### config.mk
export PLATFORM = sky130hd
export DESIGN_NAME = sbsc_point
export DESIGN_NICKNAME = d
export VERILOG_FILES = /design/src/sbsc_pkg.sv /design/src/sbsc_point.sv
export SDC_FILE = /design/constraint.sdc
export NUM_CORES = 2
export LEC_CHECK = 0
export ABC_AREA = 0
export ABC_CLOCK_PERIOD_IN_PS = 3400
export BUFFER_PORTS_ARGS = -buffer_cell sky130_fd_sc_hd__buf_2
export CAP_MARGIN = 20
export CORE_MARGIN = 2
export CORE_UTILIZATION = 59
export DETAILED_ROUTE_END_ITERATION = 16
export GPL_ROUTABILITY_DRIVEN = 0
export GPL_TIMING_DRIVEN = 0
export PLACE_DENSITY_LB_ADDON = 0.05
export SETUP_SLACK_MARGIN = 0.3
export SLEW_MARGIN = 20
export SYNTH_ARGS = -nofsm -noshare
export SYNTH_HDL_FRONTEND = slang
export SYNTH_SLANG_ARGS = --single-unit
### constraint.sdc
create_clock -name clk -period 3.4 [get_ports clk]
set_input_delay 0.34 -clock clk [delete_from_list [all_inputs] [get_ports clk]]
set_output_delay 0.34 -clock clk [all_outputs]
set_load 0.005 [all_outputs]
### src/sbsc_pkg.sv
// ----------------------------------------------------------------------------
// sbsc_pkg
// Shared widths, constants and types of the segment versus box clipping core.
// ----------------------------------------------------------------------------
package sbsc_pkg;

	localparam int COORD_W = 24;              // signed Q16.8 coordinate
	localparam int SIZE_W  = 23;              // unsigned Q15.8 box extent
	localparam int DELTA_W = COORD_W + 1;     // end minus start
	localparam int NUM_W   = COORD_W + 3;     // doubled-scale slab distances
	localparam int PROD_W  = 2 * NUM_W;       // cross products
	localparam int FRAC_W  = 17;              // unsigned Q1.16 fraction
	localparam int FRAC_ONE = 65536;
	localparam int REM_W   = NUM_W;           // divider remainder and divisor
	localparam int DIV_STAGES = FRAC_W;       // one quotient bit per stage

	typedef struct packed {
		logic signed [NUM_W-1:0] n;
		logic signed [NUM_W-1:0] d;
	} ratio_t;

	typedef struct packed {
		logic signed [NUM_W-1:0] en_n;
		logic signed [NUM_W-1:0] ex_n;
		logic signed [NUM_W-1:0] den;
		logic                    par;
		logic                    in_slab;
	} slab_t;

	typedef struct packed {
		logic signed [COORD_W-1:0] sx;
		logic signed [COORD_W-1:0] sy;
		logic signed [DELTA_W-1:0] dx;
		logic signed [DELTA_W-1:0] dy;
	} geom_t;

endpackage

### src/sbsc_point.sv
// ----------------------------------------------------------------------------
// sbsc_point
// Clamps the fraction and forms the rounded entry point on both axes.
// ----------------------------------------------------------------------------
module sbsc_point
	import sbsc_pkg::*;
(
	input  logic                      clk,
	input  logic                      arst_n,
	input  logic                      in_valid,
	output logic                      in_ready,
	input  geom_t                     geom,
	input  logic [FRAC_W-1:0]         quo,
	input  logic                      hit_in,
	output logic                      out_valid,
	input  logic                      out_ready,
	output logic                      hit,
	output logic [FRAC_W-1:0]         entry_fraction,
	output logic signed [COORD_W-1:0] hit_x,
	output logic signed [COORD_W-1:0] hit_y
);

	localparam int PW = DELTA_W + FRAC_W + 1;

	logic v_s1, v_s2, rdy_s1, rdy_s2;
	logic [FRAC_W-1:0] f_c, f_s1, f_s2;
	logic signed [PW-1:0] px_s1, py_s1, rx_c, ry_c;
	logic signed [COORD_W-1:0] sx_s1, sy_s1, hx_s2, hy_s2;
	logic hit_s1, hit_s2;

	assign f_c = (quo > FRAC_W'(FRAC_ONE)) ? FRAC_W'(FRAC_ONE) : quo;

	// Adding a half and taking bits 16 and up is a floor of the rounded value.
	assign rx_c = px_s1 + PW'(FRAC_ONE / 2);
	assign ry_c = py_s1 + PW'(FRAC_ONE / 2);

	assign rdy_s2 = !v_s2 || out_ready;
	assign rdy_s1 = !v_s1 || rdy_s2;
	assign in_ready = rdy_s1;

	always_ff @(posedge clk or negedge arst_n) begin
		if (!arst_n) begin
			v_s1 <= 1'b0;
			v_s2 <= 1'b0;
		end else begin
			if (rdy_s1) v_s1 <= in_valid;
			if (rdy_s2) v_s2 <= v_s1;
		end
	end

	always_ff @(posedge clk) begin
		if (in_valid && rdy_s1) begin
			px_s1 <= geom.dx * $signed({1'b0, f_c});
			py_s1 <= geom.dy * $signed({1'b0, f_c});
			sx_s1 <= geom.sx;
			sy_s1 <= geom.sy;
			f_s1 <= f_c;
			hit_s1 <= hit_in;
		end
		if (v_s1 && rdy_s2) begin
			hit_s2 <= hit_s1;
			f_s2 <= hit_s1 ? f_s1 : '0;
			hx_s2 <= hit_s1 ? sx_s1 + rx_c[COORD_W+15:16] : '0;
			hy_s2 <= hit_s1 ? sy_s1 + ry_c[COORD_W+15:16] : '0;
		end
	end

	assign out_valid = v_s2;
	assign hit = hit_s2;
	assign entry_fraction = f_s2;
	assign hit_x = hx_s2;
	assign hit_y = hy_s2;

endmodule

[Word-level counts from Yosys, hierarchy flattened]
Cells that the tools add are included.
Cells by class
  add/subtract/negate cells: 4
  $mul: 2
  div/mod/pow operators: 0
  $lt $le $gt $ge: 1
  equality and inequality tests: 0
  shift-type cells: 0
  multiplexer cells: 1
  bitwise gates (word level): 0
  reduce and logical (&&, ||, !) cells: 6
Operator list (number)
  40-bit by 17-bit adder with 40-bit output (second input constant): 2
  25-bit by 18-bit multiplier with 40-bit output: 2
  24-bit adder: 2
  17-bit greater-than comparator (second input constant): 1
  17-bit 2-to-1 mux: 1
  1-bit logical AND: 2
  1-bit zero test: 2
  1-bit logical OR: 2
Word-level totals
  bits in registers: 214
  latch bits: 0
  bits in writable memories: 0
  bits in read-only memories: 0
  bits of input ports: 120
  output and inout bits: 68
  logic and storage cells: 26
  memories: 0

[Logic depth before layout (Yosys ltp)]
  depth after elaboration: 4
  depth in mapped cells: 27
  gate-level depth less buffers: 26

[Least setup slack after synthesis]
No wires, ideal clock.
  path type: input to register
  start: in quo[14]
  end: reg px_s1[32] (data pin)
  setup time: 0.263 ns
  arrival time: 6.742 ns
  required time: 3.137 ns
  slack: -3.605 ns
  stages: 23
  buffers on the path: 1
  cells stage by stage: nor4_1 > a41oi_1 > nor2b_1 > clkbuf_1 > nand2_1 > fa_1 > fa_1 > fa_1 > inv_1 > fa_1 > fa_1 > inv_1 > fa_1 > inv_1 > ha_1 > a21o_1 > nand3_1 > nand2_1 > o21a_1 > o41a_1 > or4b_4 > and2_1 > xor2_1
On the way
  cells in the longest elaborated chain, start to end: 3
RTL lines
  from (decl): line sbsc_point.sv:13  | input logic [FRAC_W-1:0] quo,
  17-bit greater-than comparator: line sbsc_point.sv:31  | assign f_c = (quo > FRAC_W'(FRAC_ONE)) ? FRAC_W'(FRAC_ONE) : quo;
  17-bit 2-to-1 mux (*): line sbsc_point.sv:31
  25-bit by 18-bit multiplier with 40-bit output (*): line sbsc_point.sv:53  | px_s1 <= geom.dx * $signed({1'b0, f_c});
  to (signal assigned): line sbsc_point.sv:53
  to (decl): line sbsc_point.sv:27  | logic signed [PW-1:0] px_s1, py_s1, rx_c, ry_c;
Mark *: on every way between the ends. The rest lies on a longest branch, timed or not.
A chain may end at the register's enable or synchronous reset.

[Final worst setup path]
  start: in quo[16]
  end: reg px_s1[35] (data pin)
Same word-level chain as after synthesis.

==> impl_metrics.tcl <==
set metrics [dict create \
    outcome "finished, violations left" \
    violations "negative setup slack" \
    period_needed_ns 6.973 \
    yosysTopAreaCellShare 0.4264 \
    path_class "primary input to flop" \
    nets 5315 \
    seq_area_frac_synth 0.1487 \
    slew_headroom 0.2733 \
    fp.dieH_um 254.7 \
    grt_pass1_wl_um 166800 \
    placed_cell_area_mm2 0.03968 \
    drt_iter0_drc 2045 \
    layout_setup_ws_ns -3.573 \
    leakagePower_nw 21.21 \
    powerDensity_mw_per_mm2 987.2 \
    crit_fanout 10 \
    yosysWarnings 0 \
    worst_skew_pair.late_latency_ns 0.47 \
    vias 27909 \
    dp_slack_ns -5.587 \
    fin_cells 5029 \
    grt_max_degree 57 \
    synth_top_area_cell "fa_1" \
    syn-num-nets 4951 \
    start_util 0.5988 \
    grt_use_total 0.3477 \
    cts_max_level 4 \
    max_cap_violations 0 \
    cts_made_buffers 17 \
    dp.cells 4832 \
    fp.dieArea_mm2 0.06488 \
    async_flop_share 0.01087 \
    cts_max_path_buffers 2 \
    final_util 0.7082 \
    ys_ff_latch 184 \
    ys.flop_type "edfxtp_1" \
    finalInstanceArea_mm2 0.04387 \
    synth_edf_count 182 \
    cts_root_buf "clkbuf_16" \
    rows 91 \
    hold_slack_ns 0.03561 \
    detail-route-antenna-nets 0 \
    gr-total-overflow 0 \
    clk_pin_slew_ns 0.08 \
    drc 0 \
    cts_tree "done" \
    cts_num_sinks 184 \
    clock_skew_ns 0.01157 \
    crit_family "adder cells" \
    cp.required_ns 3.61 \
    hold_path_class "primary input to flop" \
    post-route-period-util 2.051 \
    drive_gt1_frac 0.1837 \
    via_per_inst 5.550 \
    yosys-top-cells-area "fa_1 (43%), edfxtp_1 (15%), inv_1 (9.1%)" \
    synth_cell_type_count 61 \
    synth_cells 3805 \
    timing.fmax_mhz 143.4 \
    crit_chain "buf_2 -> clkbuf_4 -> nor2b_2 -> clkbuf_2 -> and2_1 -> fa_1 -> fa_1 -> fa_1 -> fa_1 -> fa_1 -> inv_1 -> fa_1 -> inv_2 -> ha_4 -> a21oi_2 -> nor2b_4 -> o21a_1 -> o211ai_1 -> a2bb2oi_2 -> o21ai_4 -> o31a_1 -> o21a_2 -> buf_6 -> xor2_2" \
    dpl.hpwl_um 85390 \
    fin_tns_setup_ns -157.57 \
    total_power_mw 43.31 \
    cp_num_buf_inv 6 \
    rsz0062_at_grt "yes" \
    vdd_drop_max_uv 1263 \
    syn_to_final_growth_pct 18.27 \
    syn_area_mm2 0.03709 \
    setup-violations-final 60 \
    core_area_mm2 0.06194 \
    drv_slew 0 \
    wl_um 109300 \
    cpMostUsedCell "fa_1" \
    antenna_found_initial 10 \
    syn_avg_cell_area_um2 9.748 \
    worst_pin_slew_ns 1.090 \
    pin_count 188 \
    cpPeakStageDelay_ns 0.57 \
    hold_violations 0 \
    grt_pass1_vias 29233 \
    critPathSlowestCell "fa_1" \
    die_x_um 254.7 \
    post_drt_wl_per_cell_um 21.74 \
    critPathCaptureType "flop" \
    dr.pass1.iters 5 \
    portBuffers 187 \
    startpoint_type "primary input" \
    worstPathArrival_ns 7.18 \
]
[routing by layer]
layer  GRT usage  vias to the layer above  routed length, um
li1            -                    12060                  -
met1      0.4749                    14220              43310
met2      0.5439                     1361              50360
met3     0.07808                      260              11320
met4      0.1385                        8               4281
met5           0                        -                 48
[what timing repair did]
| item | 4_1_cts | 5_1_grt |
|---|---|---|
| resized for setup | 371 | 137 |
| hold buffers | 1 | 0 |
| setup endpoints to repair | 72 | 75 |
| setup buffers | 104 | 50 |
| hold endpoints to repair | 2 | 0 |
| cloned | 1 | 0 |
| pin swaps | 131 | 131 |
[sequential cells by signal, indices dropped and copies added, names as in the netlist]
register,count
f_s1,17
entry_fraction,17
px_s1,25
hit_x,24
py_s1,25
sy_s1,24
sx_s1,24
out_valid,1
hit_s1,1
hit,1
hit_y,24
v_s1,1
[placed cells by master (no fill, tap or decap), drive strengths merged, types with 11 or more instances in the layout]
cell,netlist,routed
nor2,83,83
edfxtp,182,182
a21oi,59,59
and2,496,496
nand3,35,35
nor2b,30,30
inv,896,901
nand4,13,13
nor3,17,17
xor2,53,53
xnor2,105,105
ha,236,236
buf,1,347
and3,23,23
diode,0,11
o21a,18,18
fa,790,790
nand2,424,424
clkbuf,149,165
a21o,29,29
a31oi,13,13
o21ai,43,43
[cell usage after synthesis (all sizes together), types with 3 or more instances]
master	count
inv	896
fa	790
and2	496
nand2	424
ha	236
edfxtp	182
clkbuf	149
xnor2	105
nor2	83
a21oi	59
xor2	53
o21ai	43
nand3	35
nor2b	30
a21o	29
and3	23
o21a	18
nor3	17
a31oi	13
nand4	13
a211oi	10
nand2b	10
o21bai	10
or3	10
o211ai	9
nor4	6
o31a	5
a211o	4
or2	4
a2111oi	3
a311oi	3
o2111ai	3
o211a	3
[cell families (layout without fill, tap and decap cells)]
logic type,after synthesis,count (layout),synth area share
and+or+nand+nor,1156,1156,0.1594
AOI/OAI and AO/OA,235,235,0.04267
other,0,11,0
adders and majority gates,1026,1026,0.5060
DFF,184,184,0.1487
buffers and inverters,1046,1422,0.1059
xor gates and xnor gates,158,158,0.03731
[worst paths after layout]
kind	from	end	slack, ns	cells past startpoint
worst max-delay path	quo[16]	px_s1[35]$_DFFE_PP_	-3.57	24
worst min-delay path	geom[51]	sy_s1[1]$_DFFE_PP_	0.04	1
worst max register to register	py_s1[19]$_DFFE_PP_	hit_y[23]$_SDFFCE_PN0P_	-0.38	15
worst min register to register	v_s1$_DFFE_PN0N_	out_valid$_DFFE_PN0P_	0.52	1
max in group asynchronous	arst_n	v_s1$_DFFE_PN0N_	3.13	2
min in group asynchronous	arst_n	out_valid$_DFFE_PN0P_	0.18	2
[power by group]
group | internal (mW) | switching [mW]
Combinational | 17.0 | 19.6
Clock | 1.03 | 0.973
Sequential | 4.32 | 0.425
Total | 22.3 | 21.0
[area by class of cell]
type | instances | area, um2
Multi-Input combinational cell | 2575 | 29670
Fill cell | 4781 | 18070
Sequential cell | 184 | 5515
Inverter | 896 | 3367
Timing Repair Buffer | 346 | 2446
Buffer | 149 | 1221
Tap cell | 837 | 1047
Clock buffer | 18 | 429.2
Clock inverter | 13 | 141.4
Antenna cell | 11 | 27.53
No activity file was read; power rests on OpenSTA's default activity.
