--- config.mk ---
export PLATFORM = sky130hd
export DESIGN_NAME = sbsc_div
export DESIGN_NICKNAME = d
export VERILOG_FILES = /design/src/sbsc_pkg.sv /design/src/sbsc_div.sv
export SDC_FILE = /design/constraint.sdc
export NUM_CORES = 2
export LEC_CHECK = 0
export CAP_MARGIN = 20
export CORE_AREA = 2 2 494 447
export CTS_CLUSTER_DIAMETER = 50
export DETAILED_ROUTE_END_ITERATION = 12
export DIE_AREA = 0 0 496 449
export DONT_BUFFER_PORTS = 1
export GPL_ROUTABILITY_DRIVEN = 0
export SLEW_MARGIN = 15
export SYNTH_ARGS = -nofsm -noshare
export SYNTH_HDL_FRONTEND = slang
export SYNTH_SLANG_ARGS = --single-unit
--- constraint.sdc ---
create_clock -name clk -period 30.2 [get_ports clk]
set_input_delay 4.53 -clock clk [delete_from_list [all_inputs] [get_ports clk]]
set_output_delay 4.53 -clock clk [all_outputs]
set_load 0.02 [all_outputs]
--- src/sbsc_pkg.sv ---
// ----------------------------------------------------------------------------
// sbsc_pkg
// Shared widths, constants and types of the segment versus box clipping core.
// ----------------------------------------------------------------------------
package sbsc_pkg;

	localparam int COORD_W = 24;              // signed Q16.8 coordinate
	localparam int SIZE_W  = 23;              // unsigned Q15.8 box extent
	localparam int DELTA_W = COORD_W + 1;     // end minus start
	localparam int NUM_W   = COORD_W + 3;     // doubled-scale slab distances
	localparam int PROD_W  = 2 * NUM_W;       // cross products
	localparam int FRAC_W  = 17;              // unsigned Q1.16 fraction
	localparam int FRAC_ONE = 65536;
	localparam int REM_W   = NUM_W;           // divider remainder and divisor
	localparam int DIV_STAGES = FRAC_W;       // one quotient bit per stage

	typedef struct packed {
		logic signed [NUM_W-1:0] n;
		logic signed [NUM_W-1:0] d;
	} ratio_t;

	typedef struct packed {
		logic signed [NUM_W-1:0] en_n;
		logic signed [NUM_W-1:0] ex_n;
		logic signed [NUM_W-1:0] den;
		logic                    par;
		logic                    in_slab;
	} slab_t;

	typedef struct packed {
		logic signed [COORD_W-1:0] sx;
		logic signed [COORD_W-1:0] sy;
		logic signed [DELTA_W-1:0] dx;
		logic signed [DELTA_W-1:0] dy;
	} geom_t;

endpackage

--- src/sbsc_div.sv ---
// ----------------------------------------------------------------------------
// sbsc_div
// Pipelined restoring divider: rounds lo.n / lo.d to a Q1.16 fraction.
// ----------------------------------------------------------------------------
module sbsc_div
	import sbsc_pkg::*;
(
	input  logic              clk,
	input  logic              arst_n,
	input  logic              in_valid,
	output logic              in_ready,
	input  geom_t             geom_in,
	input  ratio_t            lo,
	input  logic              hit_in,
	output logic              out_valid,
	input  logic              out_ready,
	output geom_t             geom,
	output logic [FRAC_W-1:0] quo,
	output logic              hit
);

	// The dividend is lo.n * 2^17 + lo.d over 2 * lo.d, which rounds halves up.
	logic [DIV_STAGES-1:0] vld_s;
	logic [DIV_STAGES:0]   rdy;
	logic [REM_W-1:0]      rem_s [DIV_STAGES];
	logic [FRAC_W-1:0]     nlo_s [DIV_STAGES];
	logic [FRAC_W-1:0]     quo_s [DIV_STAGES];
	logic [REM_W-1:0]      dsr_s [DIV_STAGES];
	logic                  hit_s [DIV_STAGES];
	geom_t                 geo_s [DIV_STAGES];

	assign rdy[DIV_STAGES] = out_ready;
	assign in_ready = rdy[0];

	for (genvar k = 0; k < DIV_STAGES; k++) begin : g_step
		logic              v_in;
		logic [REM_W-1:0]  r_in, d_in, r_out;
		logic [FRAC_W-1:0] n_in, q_in;
		logic              h_in;
		geom_t             g_in;
		logic [REM_W:0]    trial;
		logic              qbit;

		if (k == 0) begin : g_front
			assign v_in = in_valid;
			assign r_in = REM_W'(lo.n) + REM_W'(lo.d >>> FRAC_W);
			assign n_in = lo.d[FRAC_W-1:0];
			assign d_in = REM_W'({lo.d, 1'b0});
			assign q_in = '0;
			assign h_in = hit_in;
			assign g_in = geom_in;
		end else begin : g_chain
			assign v_in = vld_s[k-1];
			assign r_in = rem_s[k-1];
			assign n_in = nlo_s[k-1];
			assign d_in = dsr_s[k-1];
			assign q_in = quo_s[k-1];
			assign h_in = hit_s[k-1];
			assign g_in = geo_s[k-1];
		end

		always_comb begin
			trial = {r_in, n_in[FRAC_W-1]};
			qbit = (trial >= {1'b0, d_in});
			r_out = qbit ? REM_W'(trial - {1'b0, d_in}) : trial[REM_W-1:0];
		end

		assign rdy[k] = !vld_s[k] || rdy[k+1];

		always_ff @(posedge clk or negedge arst_n) begin
			if (!arst_n) begin
				vld_s[k] <= 1'b0;
			end else if (rdy[k]) begin
				vld_s[k] <= v_in;
			end
		end

		always_ff @(posedge clk) begin
			if (v_in && rdy[k]) begin
				rem_s[k] <= r_out;
				nlo_s[k] <= {n_in[FRAC_W-2:0], 1'b0};
				dsr_s[k] <= d_in;
				quo_s[k] <= {q_in[FRAC_W-2:0], qbit};
				hit_s[k] <= h_in;
				geo_s[k] <= g_in;
			end
		end
	end

	assign out_valid = vld_s[DIV_STAGES-1];
	assign geom = geo_s[DIV_STAGES-1];
	assign quo = quo_s[DIV_STAGES-1];
	assign hit = hit_s[DIV_STAGES-1];

endmodule

Word level (Yosys, flattened, before mapping)
Memory sizes are Yosys's and may differ from the RTL's. Cells that the tools add are included.

$add $sub $neg: 18. Reductions and logical operators: 51. Order comparisons: 17. Muxes and demuxes: 51.

Operators with widths (count): 28-bit by 27-bit >= comparator with 1-bit output (17); 27-bit two-way mux (17); 27-bit subtractor (17); 1-bit two-way mux (34); 27-bit by 10-bit adder with 27-bit output (1); 1-bit logical AND (17); 1-bit logical NOT (17); 1-bit logical OR (17).

Output and inout port bits: 118. Memories: 6. Bits in writable memories: 3162. Register bits after elaboration: 17. Bits of input ports: 157.

Memory list: geo_s (depth 17, width 98, rd ports 17, clocked after memory_dff 0, write ports 17, line sbsc_div.sv:30) `geom_t geo_s [DIV_STAGES];`; dsr_s (depth 17, width 27, rd ports 16, clocked after memory_dff 0, write ports 17, line sbsc_div.sv:28) `logic [REM_W-1:0] dsr_s [DIV_STAGES];`; rem_s (depth 17, width 27, rd ports 16, clocked after memory_dff 0, write ports 17, line sbsc_div.sv:25) `logic [REM_W-1:0] rem_s [DIV_STAGES];`; quo_s (depth 17, width 17, rd ports 17, clocked after memory_dff 0, write ports 17, line sbsc_div.sv:27) `logic [FRAC_W-1:0] quo_s [DIV_STAGES];`; nlo_s (depth 17, width 16, rd ports 16, clocked after memory_dff 0, write ports 17, line sbsc_div.sv:26) `logic [FRAC_W-1:0] nlo_s [DIV_STAGES];`; hit_s (depth 17, width 1, rd ports 17, clocked after memory_dff 0, write ports 17, line sbsc_div.sv:29) `logic hit_s [DIV_STAGES];`.

Logic depth before layout (Yosys ltp)
Word-level depth: 21. Depth in mapped cells: 22. Mapped depth without buffers: 21.

Least setup slack after synthesis
No wires, ideal clock.

Kind: input -> register. Start: input out_ready. End: memory dsr_s[0][224] (netlist name) (enable). Arrival: 12.846 ns. Path slack: 16.621 ns. Cell stages on the path: 6. Path through: nor2b_1 > nand3_1 > nor2_1 > and2_1 > and3_1 > a21oi_1.

RTL lines: from (decl) (line sbsc_div.sv:16) `input logic out_ready,`; to (decl) (line sbsc_div.sv:28).

Final worst setup path
Start: input out_ready. End: output in_ready.

Longest elaborated chain between the ends: 17.

Ends and longest elaborated chain: 1-bit logical OR (17 in series) (line sbsc_div.sv:68) `assign rdy[k] = !vld_s[k] || rdy[k+1];`; to (decl) (line sbsc_div.sv:11) `output logic in_ready,`.

Every way passes these cells.

==> reports/summary.log <==
[placed_design] PortBufs 0
[route] Initial DRT Pass Iterations 5
[power_and_ir_drop] Clock power frac 27.1%
[power_and_ir_drop] fraction of power consumed by sequential logic 43.9%
[min_path] worst min-delay path category reg2reg
[cts] TritonCTS clock tree built
[cts] root buffer cell sky130_fd_sc_hd__clkbuf_16
[sta] setup repair after global routing missed its margin false
[logic_synthesis] fraction of synthesized cell area in xor and xnor cells 3.04%
[run_status] result of the run finished, final reports clean
[sta] shortest period the worst path allows 11170 ps
[logic_synthesis] post-synthesis compound-gate area fraction 7.27%
[power_and_ir_drop] cell leakage power 45.5 nW
[route] detailed router's first-iteration violation count 3390
[layout] fraction of final layout cells with drive strength greater than 1 10.9%
[logic_synthesis] area share of fa/ha/maj cells after synthesis 5.72%
[global_routing] initial antenna violation count 2
[logic_synthesis] synthesized-area fraction occupied by and/or/nand/nor cells 4.55%
[cts] clock edge transition at the registers on the reported setup and hold paths 60 ps
[logic_synthesis] synthesized instance count 6650
[sta] PnR worst setup slack 19030 ps
[logic_synthesis] number of synthesized flops with an enable pin 2668
[layout] core utilization of the finished layout 55.8%
[logic_synthesis] Cell variety after synth 91
[logic_synthesis] share of synthesized registers carrying an async set or reset 0.633%
[sta] Setup TNS 0 ps
[power_and_ir_drop] proportion of power drawn by combinational gates 28.9%
[worst_setup_path] CP Class in2out
[layout] Synth-to-Final Area Change 12.4%
[cts] level count of the clock H-tree 5
[cts] insertion delay of the later-clocked pin in the worst-skew pair 940 ps
[power_and_ir_drop] switching share of total power 30.1%
[cts] TritonCTS buffer count 297
[cts] Clock Path Buffers 4
[sta] Worst Tran Pin Value 1260 ps
[logic_synthesis] multiplexer share of the synthesized area 2.74%
[power_and_ir_drop] total power draw 12.8 mW
[placed_design] Setup Slack @ Placement 19070 ps
[layout] leading cell type in the layout, fill and taps excluded sky130_fd_sc_hd__edfxtp_1
[logic_synthesis] register bit total from synthesis 2685
[sta] worst slew slack as a fraction of its limit 15.4%
[logic_synthesis] number of warnings issued by yosys 0
[global_routing] overall fraction of global-route tracks in use 17.3%
[layout] commonest non-fill, non-tap cells in the layout sky130_fd_sc_hd__edfxtp_1, sky130_fd_sc_hd__inv_1, sky130_fd_sc_hd__ha_1
[logic_synthesis] main combinational cell family by area after synthesis compound AO/OA/AOI/OAI gates
[sta] Setup Skew 106 ps
[worst_setup_path] maximum fanout count along the critical path 5
[power_and_ir_drop] IR Drop Worst-Case VDD 52.0 uV
[route] total wire length 191000 um
[sta] Hold Vio Cnt, Final 0
[floorplanning] number of top-level design ports 275
[floorplanning] die height 449 um
[cts] cts-stage hold buffer count 0
[layout] number of fill cells in the layout 16600
[sta] maximum achievable frequency 0.0895 GHz
[floorplanning] initial core utilization 49.6%
[logic_synthesis] netlist area before placement 108000 um2
[sta] Max Slew Vio Count 0
[floorplanning] horizontal die dimension 496 um
[worst_setup_path] crit path capture type output port
[global_routing] largest net degree at the start of global routing 161
[global_routing] via count of the first global-routing pass 54900
[route] average wire per standard cell 19.0 um
[layout] area occupied by multi-input gates 25300 um2
[placed_design] Post-DP HPWL 132000 um
[power_and_ir_drop] power density cells 105 nW/um2
[floorplanning] Total Die Area 223000 um2
[power_and_ir_drop] cell-internal power 8.96 mW
[global_routing] aggregate global routing overflow 0
[sta] number of setup violations in the final report 0
[floorplanning] Std-Cell Rows 163
[cts] # resized after CTS 0
[logic_synthesis] Synth Flop Type sky130_fd_sc_hd__edfxtp_1
[floorplanning] area of the core 218000 um2
[run] max-capacitance violation count 0
[sta] Tcrit/Tclk final 37.0%
[route] mean number of vias per cell 5.29
[power_and_ir_drop] Net Sw Power 3.85 mW
[global_routing] first-pass GRT wire length 302000 um
[layout] register cell area after layout 80500 um2
[logic_synthesis] post-synthesis net count 7291
[route] overall via count from detail_route 53100
[cts] count of buffers added by post-CTS timing repair for setup 0
[route] antenna viol nets, final 0
[route] # DRC 0
[worst_setup_path] Crit path required time 25670 ps
[cts] number of clock sinks 2685
[worst_setup_path] R2R setup slack 25730 ps
[layout] nets@finish 7582
[logic_synthesis] average footprint of a synthesized cell 16.2 um2
[logic_synthesis] sequential cell area fraction in the yosys report 74.5%
[worst_setup_path] data arrival at the endpoint of the critical path 6640 ps
[worst_setup_path] Worst setup SP type primary input
==> worst paths after layout <==
check,depth (start not counted),start,to
min,0,geo_s[1][291],geo_s[1][389]
min reg2reg,0,geo_s[1][291],geo_s[1][389]
min in group asynchronous,0,arst_n,g_step[11].v_in
max reg2reg,11,out_valid,nlo_s[0][3]
max in group asynchronous,0,arst_n,g_step[12].v_in
max,8,out_ready,in_ready
==> stage by stage <==
| stage | hold WS [ps] | cells | cell area (um2) |
|---|---|---|---|
| floorplan | 400 | 6650 | 108000 |
| global placement | 400 | 9527 | 112000 |
| detailed placement | 405 | 9527 | 112000 |
| CTS | 377 | 10000 | 121000 |
| global route | 386 | 10000 | 121000 |
| finish | 381 | 10000 | 121000 |
==> state kept, by name (all words and copies together), names as in the netlist <==
| signal | cells |
|---|---|
| quo_s | 153 |
| g_step.v_in | 16 |
| out_valid | 1 |
| nlo_s | 120 |
| dsr_s | 280 |
| rem_s | 432 |
| hit_s | 17 |
| geo_s | 1666 |
==> logic make-up (layout without fill, tap and decap cells) <==
family / count (synthesis) / count (layout)
adder cells (fa/ha/maj): 484 / 484
AND/OR/NAND/NOR: 1018 / 1018
XOR/XNOR: 375 / 375
flip-flops: 2685 / 2685
other: 0 / 3
buffers and inverters: 601 / 1104
multiplexers: 261 / 261
AO/OA/AOI/OAI: 1226 / 1226
==> critical path, stage by stage <==
cell                      delay [ps]
sky130_fd_sc_hd__nor2b_1         360
sky130_fd_sc_hd__nand3_1         200
sky130_fd_sc_hd__nor2_1          300
sky130_fd_sc_hd__nand2_1         160
sky130_fd_sc_hd__nor3_1          460
sky130_fd_sc_hd__nand2_1         170
sky130_fd_sc_hd__inv_1            80
sky130_fd_sc_hd__nand4_1         380
==> per-layer routing <==
| metal | up-vias | routed length (um) | part of all wire [%] | GRT usage, % |
|---|---|---|---|---|
| met2 | 1162 | 96500 | 51 | 30.3 |
| met5 | - | 0 | 0 | 0 |
| met3 | 477 | 7690 | 4.0 | 3.05 |
| li1 | 25700 | - | - | - |
| met4 | 0 | 8210 | 4.3 | 7.62 |
| met1 | 25700 | 78600 | 41 | 20.9 |
==> cells in the mapped netlist (60+ instances only) <==
library cell / instances / area [um2]
sky130_fd_sc_hd__nor2_1: 224 / 841
sky130_fd_sc_hd__nor3_1: 73 / 365
sky130_fd_sc_hd__nand3_1: 71 / 355
sky130_fd_sc_hd__nor2b_1: 60 / 375
sky130_fd_sc_hd__inv_1: 534 / 2000
sky130_fd_sc_hd__ha_1: 467 / 5840
sky130_fd_sc_hd__nand2b_1: 73 / 457
sky130_fd_sc_hd__a21o_1: 190 / 1430
sky130_fd_sc_hd__o21ai_0: 293 / 1470
sky130_fd_sc_hd__o21a_1: 70 / 526
sky130_fd_sc_hd__mux2_2: 218 / 2450
sky130_fd_sc_hd__xor2_1: 145 / 1270
sky130_fd_sc_hd__edfxtp_1: 2668 / 80100
sky130_fd_sc_hd__xnor2_1: 230 / 2010
sky130_fd_sc_hd__nand2_1: 318 / 1190
sky130_fd_sc_hd__a21oi_1: 358 / 1790
==> layout make-up <==
type,instances,area share [%]
Multi-Input combinational cell,3364,20.9
Clock inverter,154,1.34
Sequential cell,2685,66.3
Clock buffer,357,6.44
Antenna cell,3,0.00618
Timing Repair Buffer,57,0.409
Inverter,536,1.66
Tap cell,2887,2.97
==> power by group through the flow <==
| stage | Clock (mW) | Combinational, mW | Sequential (mW) |
|---|---|---|---|
| after floorplan | 0 | 2.89 | 5.59 |
| after global placement | 0 | 3.60 | 5.70 |
| after detailed placement | 0 | 3.68 | 5.72 |
| after CTS | 3.58 | 3.71 | 5.65 |
| after global routing | 3.72 | 4.14 | 5.71 |
| final | 3.47 | 3.71 | 5.63 |
Power figures use the tool's default switching activity.
