**config.mk**
```make
export PLATFORM = sky130hd
export DESIGN_NAME = sbsc_slab
export DESIGN_NICKNAME = d
export VERILOG_FILES = /design/src/sbsc_pkg.sv /design/src/sbsc_slab.sv
export SDC_FILE = /design/constraint.sdc
export NUM_CORES = 1
export LEC_CHECK = 0
export BUFFER_PORTS_ARGS = -buffer_cell sky130_fd_sc_hd__buf_2
export CAP_MARGIN = 0
export CORE_UTILIZATION = 35
export DETAILED_ROUTE_END_ITERATION = 8
export PLACE_DENSITY_LB_ADDON = 0.2
export SLEW_MARGIN = 20
export SYNTH_ARGS = -nofsm -noshare
export SYNTH_HDL_FRONTEND = slang
export SYNTH_SLANG_ARGS = --single-unit
```
**constraint.sdc**
```tcl
create_clock -name clk -period 9.2 [get_ports clk]
set_input_delay 1.84 -clock clk [delete_from_list [all_inputs] [get_ports clk]]
set_output_delay 1.84 -clock clk [all_outputs]
set_load 0.02 [all_outputs]
```
**src/sbsc_pkg.sv**
```systemverilog
// ----------------------------------------------------------------------------
// sbsc_pkg
// Shared widths, constants and types of the segment versus box clipping core.
// ----------------------------------------------------------------------------
package sbsc_pkg;

	localparam int COORD_W = 24;              // signed Q16.8 coordinate
	localparam int SIZE_W  = 23;              // unsigned Q15.8 box extent
	localparam int DELTA_W = COORD_W + 1;     // end minus start
	localparam int NUM_W   = COORD_W + 3;     // doubled-scale slab distances
	localparam int PROD_W  = 2 * NUM_W;       // cross products
	localparam int FRAC_W  = 17;              // unsigned Q1.16 fraction
	localparam int FRAC_ONE = 65536;
	localparam int REM_W   = NUM_W;           // divider remainder and divisor
	localparam int DIV_STAGES = FRAC_W;       // one quotient bit per stage

	typedef struct packed {
		logic signed [NUM_W-1:0] n;
		logic signed [NUM_W-1:0] d;
	} ratio_t;

	typedef struct packed {
		logic signed [NUM_W-1:0] en_n;
		logic signed [NUM_W-1:0] ex_n;
		logic signed [NUM_W-1:0] den;
		logic                    par;
		logic                    in_slab;
	} slab_t;

	typedef struct packed {
		logic signed [COORD_W-1:0] sx;
		logic signed [COORD_W-1:0] sy;
		logic signed [DELTA_W-1:0] dx;
		logic signed [DELTA_W-1:0] dy;
	} geom_t;

endpackage

```
**src/sbsc_slab.sv**
```systemverilog
// ----------------------------------------------------------------------------
// sbsc_slab
// Slab setup for both axes and clipping of the unit interval against x.
// ----------------------------------------------------------------------------
module sbsc_slab
	import sbsc_pkg::*;
(
	input  logic                      clk,
	input  logic                      arst_n,
	input  logic                      in_valid,
	output logic                      in_ready,
	input  logic signed [COORD_W-1:0] start_x,
	input  logic signed [COORD_W-1:0] start_y,
	input  logic signed [COORD_W-1:0] end_x,
	input  logic signed [COORD_W-1:0] end_y,
	input  logic signed [COORD_W-1:0] box_center_x,
	input  logic signed [COORD_W-1:0] box_center_y,
	input  logic        [SIZE_W-1:0]  box_width,
	input  logic        [SIZE_W-1:0]  box_height,
	output logic                      out_valid,
	input  logic                      out_ready,
	output geom_t                     geom,
	output ratio_t                    lo,
	output ratio_t                    hi,
	output logic                      ok_x,
	output slab_t                     slab_y
);

	logic   v_s1, v_s2, rdy_s1, rdy_s2;
	geom_t  geo_c, geo_s1, geo_s2;
	slab_t  sx_c, sy_c, slx_s1, sly_s1, sly_s2;
	ratio_t lo_c, hi_c, lo_s2, hi_s2;
	logic   ok_c, ok_s2;

	function automatic slab_t make_slab(input logic signed [COORD_W-1:0] s,
			input logic signed [DELTA_W-1:0] d,
			input logic signed [COORD_W-1:0] c,
			input logic [SIZE_W-1:0] size);
		logic signed [NUM_W-1:0] c2, s2, sz, near2, far2, d2;
		slab_t r;
		c2 = {{2{c[COORD_W-1]}}, c, 1'b0};
		s2 = {{2{s[COORD_W-1]}}, s, 1'b0};
		sz = {{(NUM_W-SIZE_W){1'b0}}, size};
		d2 = {d[DELTA_W-1], d, 1'b0};
		near2 = c2 - sz - s2;
		far2 = c2 + sz - s2;
		r.par = (d == '0);
		r.in_slab = (near2 <= 0) && (far2 >= 0);
		if (d > 0) begin
			r.en_n = near2;
			r.ex_n = far2;
			r.den = d2;
		end else begin
			r.en_n = -far2;
			r.ex_n = -near2;
			r.den = -d2;
		end
		return r;
	endfunction

	always_comb begin
		geo_c.sx = start_x;
		geo_c.sy = start_y;
		geo_c.dx = {end_x[COORD_W-1], end_x} - {start_x[COORD_W-1], start_x};
		geo_c.dy = {end_y[COORD_W-1], end_y} - {start_y[COORD_W-1], start_y};
		sx_c = make_slab(start_x, geo_c.dx, box_center_x, box_width);
		sy_c = make_slab(start_y, geo_c.dy, box_center_y, box_height);
	end

	// Against the starting interval [0,1] every cross product collapses to a
	// plain comparison of numerator and denominator.
	always_comb begin
		lo_c.n = '0;
		lo_c.d = NUM_W'(1);
		hi_c.n = NUM_W'(1);
		hi_c.d = NUM_W'(1);
		if (slx_s1.par) begin
			ok_c = slx_s1.in_slab;
		end else begin
			ok_c = !(slx_s1.ex_n < 0) && !(slx_s1.den < slx_s1.en_n);
			if (slx_s1.en_n > 0) begin
				lo_c.n = slx_s1.en_n;
				lo_c.d = slx_s1.den;
			end
			if (slx_s1.ex_n < slx_s1.den) begin
				hi_c.n = slx_s1.ex_n;
				hi_c.d = slx_s1.den;
			end
		end
	end

	assign rdy_s2 = !v_s2 || out_ready;
	assign rdy_s1 = !v_s1 || rdy_s2;
	assign in_ready = rdy_s1;

	always_ff @(posedge clk or negedge arst_n) begin
		if (!arst_n) begin
			v_s1 <= 1'b0;
			v_s2 <= 1'b0;
		end else begin
			if (rdy_s1) v_s1 <= in_valid;
			if (rdy_s2) v_s2 <= v_s1;
		end
	end

	always_ff @(posedge clk) begin
		if (in_valid && rdy_s1) begin
			geo_s1 <= geo_c;
			slx_s1 <= sx_c;
			sly_s1 <= sy_c;
		end
		if (v_s1 && rdy_s2) begin
			geo_s2 <= geo_s1;
			sly_s2 <= sly_s1;
			lo_s2 <= lo_c;
			hi_s2 <= hi_c;
			ok_s2 <= ok_c;
		end
	end

	assign out_valid = v_s2;
	assign geom = geo_s2;
	assign lo = lo_s2;
	assign hi = hi_s2;
	assign ok_x = ok_s2;
	assign slab_y = sly_s2;

endmodule

```
**After elaboration in Yosys (flattened, before gate mapping)**

Cells that the tools add are included.

- Bits in registers: 556
- Bits in latches: 0
- Bits in writable memories: 0
- ROM bits: 0
- Output and inout port bits: 292
- Memories: 0

- $add $sub $neg: 16
- $mul: 0
- Divide/modulo/power cells: 0
- Magnitude comparators: 10
- Equality and inequality tests: 0
- Shift-type cells: 0
- Muxes and demuxes: 3
- Bitwise gates (word level): 2
- Reductions and logical operators: 15

Operators by type and width:

| cell | number |
|---|---|
| $mux W81 | 2 |
| $neg A27 Y27 | 4 |
| $sub A26 B25 Y27 | 4 |
| $ge A27 B1 Y1 const B | 2 |
| $le A27 B1 Y1 const B | 2 |
| $lt A27 B27 Y1 | 2 |
| $neg A26 Y27 | 2 |
| $add A25 B24 Y26 | 2 |
| $sub A25 B24 Y26 | 2 |
| $gt A25 B1 Y1 const B | 2 |
| $logic_not A25 Y1 | 2 |
| $sub A24 B24 Y25 | 2 |
| $gt A27 B1 Y1 const B | 1 |
| $lt A27 B1 Y1 const B | 1 |
| $logic_and A1 B1 Y1 | 5 |
| $logic_not A1 Y1 | 4 |
| $reduce_or A2 Y1 | 2 |
| $logic_or A1 B1 Y1 | 2 |
| $not A1 Y1 | 2 |
| $mux W1 | 1 |

**Depth between registers and ports, before layout**

- Depth after elaboration: 4
- Depth in mapped cells: 17
- Gate-level depth less buffers: 14

**Worst setup path before layout**

Ideal clock, no wire load.

- Path type: in2reg
- Start point: input out_ready
- End point: register geo_s2, in the netlist geom[0] (enable)
- Setup time: 0.685 ns
- Arrival: 8.463 ns
- Slack: 0.051 ns
- Cell stages on the path: 2
- Buffers on the path: 0
- Path through: nand2b_1 > and2_1

- Longest elaborated chain between the ends: 2

Ends and longest elaborated chain:

| what | line | source |
|---|---|---|
| from (decl) | sbsc_slab.sv:21 | `input logic out_ready,` |
| $logic_or A1 B1 Y1 | sbsc_slab.sv:92 | `assign rdy_s2 = !v_s2 \|\| out_ready;` |
| $logic_and A1 B1 Y1 | sbsc_slab.sv:112 | `if (v_s1 && rdy_s2) begin` |
| to (signal assigned) | sbsc_slab.sv:113 | `geo_s2 <= geo_s1;` |
| to (decl) | sbsc_slab.sv:30 | `geom_t geo_c, geo_s1, geo_s2;` |

No other way between the ends.
A chain may end at the register's enable or synchronous reset.

==> metrics.md <==
| Metric | Value |
|---|---|
| Antenna violations before repair | 18 |
| RR Endpoint | hi[27]$_SDFFCE_PP1P_ |
| Placed Cells | 4968 |
| Slew headroom | 0.197 |
| Wirelength, routed | 108 mm |
| Asr flop ratio synth | 0.00364 |
| Sw Ratio | 0.364 |
| IO Count | 486 |
| CP cell instances | buf_2 -> ha_1 -> inv_1 -> fa_1 -> a211oi_2 -> o21ai_0 -> a211o_1 -> a2111oi_0 -> nor3_1 -> a2111oi_2 -> nand4b_1 -> o31ai_4 -> buf_4 -> o21ai_0 |
| Fmax | 157 MHz |
| Final hold vios | 0 |
| DIE HEIGHT | between 300 and 400 microns |
| Hold Crit Class | flop to flop |
| CP Class | primary input to flop |
| Grt ovf | 0 |
| Lkg Pwr | 17.0 nW |
| EDFF count, synth | 548 |
| Pre-CTS setup slack | 2180 ps |
| Starting Density | 0.354 |
| Sink Count | 550 |
| Area post-placement | 38600 sq um |
| Worst path depth | 14 |
| Total Nets Final | 4248 |
| Vias in the first global route | 24.9k |
| Overall Global Routing Usage | 0.206 |
| WP data required | 9590 ps |
| Worst vdd ir | 0.170 mV |
| CP Capture Type | flop |
| Int Power | 5.76 mW |
| Arr. time, crit path | 6780 ps |
| Max stage delay on crit path | 960 ps |
| DRC viols | 0 |
| Die Wd | 317 microns |
| Pwr/cell area | 223 nW/um^2 |
| Vias/cell | 5.22 |
| Tot Pwr | 9.05 mW |
| Buf/Inv on CP | 3 |
| Seq cells post-synth | between 500 and 600 |
| Row count | 115 |
| Worst-path clk slew | ~70 ps |
| Vias | 26.5k |
| Drt pass-1 iters | 6 |
| TritonCTS Buffers | just over 60 |
| Post-DP HPWL | 85.9 mm |
| Setup TNS | 0 ps |
| GP Congestion | 0.911 |
| Share of layout cells above drive strength 1 | 0.171 |
| Final setup vio count | 0 |
| Hold Path Stages | 0 |
| Mapped Area | 34800 sq um |
| CP max FO | 43 |
| Post-CTS Setup Repair Bufs | 0 |
| Slowest CP cell | o31ai_4 |
| Non-filler cells, final | 5082 |
| Synth warn | 0 |
| First-pass GRT wire length | 156 mm |
| Clk_lat worst skew | about 670 ps |
| CTS Buffer Depth | 3 |
| Hold buffers post-CTS | 0 |
| Reg power frac | 0.378 |
| Status | complete, no violations |
| CP dominant cell by count | o21ai_0 |
| Switch Pwr | approximately 3.3 mW |
| Skew final | around 21 ps |
| P&R area growth vs syn | 16.7% |
| WL/cell | 21.2 microns |
| Crit path from | start_y[0] |
| Sequential fraction of the synthesis area | 0.474 |
| Max_cap viols | 0 |
| Core area | between 90000 and 100000 sq um |
| Setup crit end | sly_s1[67]$_DFFE_PP_ |
| Largest net degree at the start of global routing | 152 |
| Post-Syn Instances | 3276 |
| Combinational power share | 0.350 |
| Slew Limit Fails | 0 |
| Clock root cell | clkbuf_16 |
| Post-route cell area | between 40000 and 50000 sq um |
| RSZ-0062 raised after global routing | false |
| Worst setup SP type | primary input |
| Tightest Pin Transition | 1190 ps |
| Synth unique cells | 90 |
| TritonCTS clock tree | yes |
| Post_cts resized | 0 |
| Tcrit/Tclk final | 0.694 |
| R2r startpoint | geo_s1[25]$_DFFE_PP_ |
| Final Critical Period | ~6400 ps |
| Worst Reg-to-Reg Cells | 13 |
| Htree depth | 2 |
| Dominant synthesized flop cell | edfxtp_1 |
| Syn Area/Cell | 10.6 sq um |
| Initial DRC Count | 2248 |
| Final worst setup slack | approximately 2800 ps |
| Flop2flop setup slack | roughly 5400 ps |
| CP top delay family | compound AO/OA/AOI/OAI gates |
| Clock power share | 0.272 |
| Routed Antenna Nets | 0 |
| Die area | 101000 sq um |
| IO buf count | 484 |
state kept, by name, indices dropped and copies added, names as in the netlist:
register   count
hi            54
geo_s1        98
slab_y        81
lo            54
geom          98
out_valid      1
v_s1           1
sly_s1        81
slx_s1        81
ok_x           1
final cells by class:
class	count	area [sq um]
antenna	4	10.0
clock buffer	72	1570
clock inverter	38	429
fill	9767	57800
inverter	400	1500
multi-input combinational	2230	16400
sequential	550	16500
tap	1287	1610
timing repair buffer	501	2590
cell families (layout without fill, tap and decap cells):
kind of cell	count (synthesis)	count (layout)	share of synthesized area
AO/OA/AOI/OAI	722	722	0.137
XOR/XNOR	208	208	0.0523
adder cells (fa/ha/maj)	310	310	0.131
buffers and inverters	497	1011	0.0552
flip-flops	550	550	0.474
multiplexers	43	43	0.0128
other	1	6	0.000108
AND/OR/NAND/NOR	945	945	0.137
per-layer routing:
layer	wire, microns	up-vias	track usage
met5	159	-	0
met4	2490	28	0.0552
met3	6890	140	0.0371
met2	47600	849	0.313
met1	50600	12765	0.300
li1	-	12735	-
placed cells by master (no fill, tap or decap), types with 29 or more instances in the layout:
cell       instances
and3_1            32
o21ai_0          140
nand2_1          192
o211ai_1          42
and2_1            33
fa_1              92
edfxtp_1         548
clkbuf_16         61
xor2_1            86
nor3_1            83
o21a_1            34
nor2b_1           29
a21o_1            51
nor3b_1           43
mux2i_1           30
nor2_1           257
nand4_1           41
nand3_1           71
inv_1            399
xnor2_1          122
a21oi_1          202
ha_1             218
a211oi_1          36
buf_2            484
cells in the mapped netlist, types with 9 or more instances:
library cell,number,share of area
nand3b_1,14,0.0030
nand2b_1,28,0.0050
and2_1,35,0.0063
a21oi_1,202,0.029
nand3_1,71,0.010
clkbuf_1,68,0.0073
nand2_1,192,0.021
o21bai_1,14,0.0030
fa_1,92,0.053
a31oi_1,24,0.0043
o31ai_1,14,0.0030
o21ai_0,140,0.020
nor2_1,257,0.028
ha_1,218,0.078
a211o_1,10,0.0025
o31a_1,10,0.0025
o21ai_1,11,0.0016
edfxtp_1,548,0.47
a21o_1,51,0.011
mux2i_1,30,0.0086
nor3b_1,43,0.0093
nor2b_1,29,0.0052
a2111oi_0,9,0.0023
buf_2,20,0.0029
o211ai_1,42,0.0091
or2_2,20,0.0036
o311ai_0,9,0.0023
or3_1,28,0.0050
nor3_1,83,0.012
xnor2_1,122,0.031
mux2_2,11,0.0036
nor4_1,26,0.0047
and3_1,32,0.0058
nand4_1,41,0.0074
a211oi_1,36,0.0078
a21boi_0,11,0.0024
o21a_1,34,0.0073
inv_1,399,0.043
o211a_1,11,0.0032
xor2_1,86,0.022
metrics by stage:
step	util	hold slack, ps
global placement	0.392	400
finish	0.413	412
detailed placement	0.392	405
global route	0.413	417
floorplan	-	400
CTS	0.413	413
worst min-delay path by stage:
| stage | start | to |
|---|---|---|
| 4_1_cts | sly_s1[82]$_DFFE_PP_ | slab_y[82]$_DFFE_PP_ |
| 3_3_place_gp | geo_s1[1]$_DFFE_PP_ | geom[1]$_DFFE_PP_ |
| 6_report | geo_s1[94]$_DFFE_PP_ | geom[94]$_DFFE_PP_ |
| 5_1_grt | geo_s1[94]$_DFFE_PP_ | geom[94]$_DFFE_PP_ |
| 3_5_place_dp | geo_s1[32]$_DFFE_PP_ | geom[32]$_DFFE_PP_ |
| 2_1_floorplan | geo_s1[0]$_DFFE_PP_ | geom[0]$_DFFE_PP_ |
power by group through the flow:
stage / Sequential [mW] / Clock [mW] / Combinational, mW
after floorplan: 3.61 / 0 / 2.01
after global routing: 3.45 / 2.62 / 3.49
after CTS: 3.43 / 2.53 / 3.15
after global placement: 3.48 / 0 / 3.12
final: 3.42 / 2.46 / 3.17
after detailed placement: 3.48 / 0 / 3.13
(Power assumes the default switching activity.)
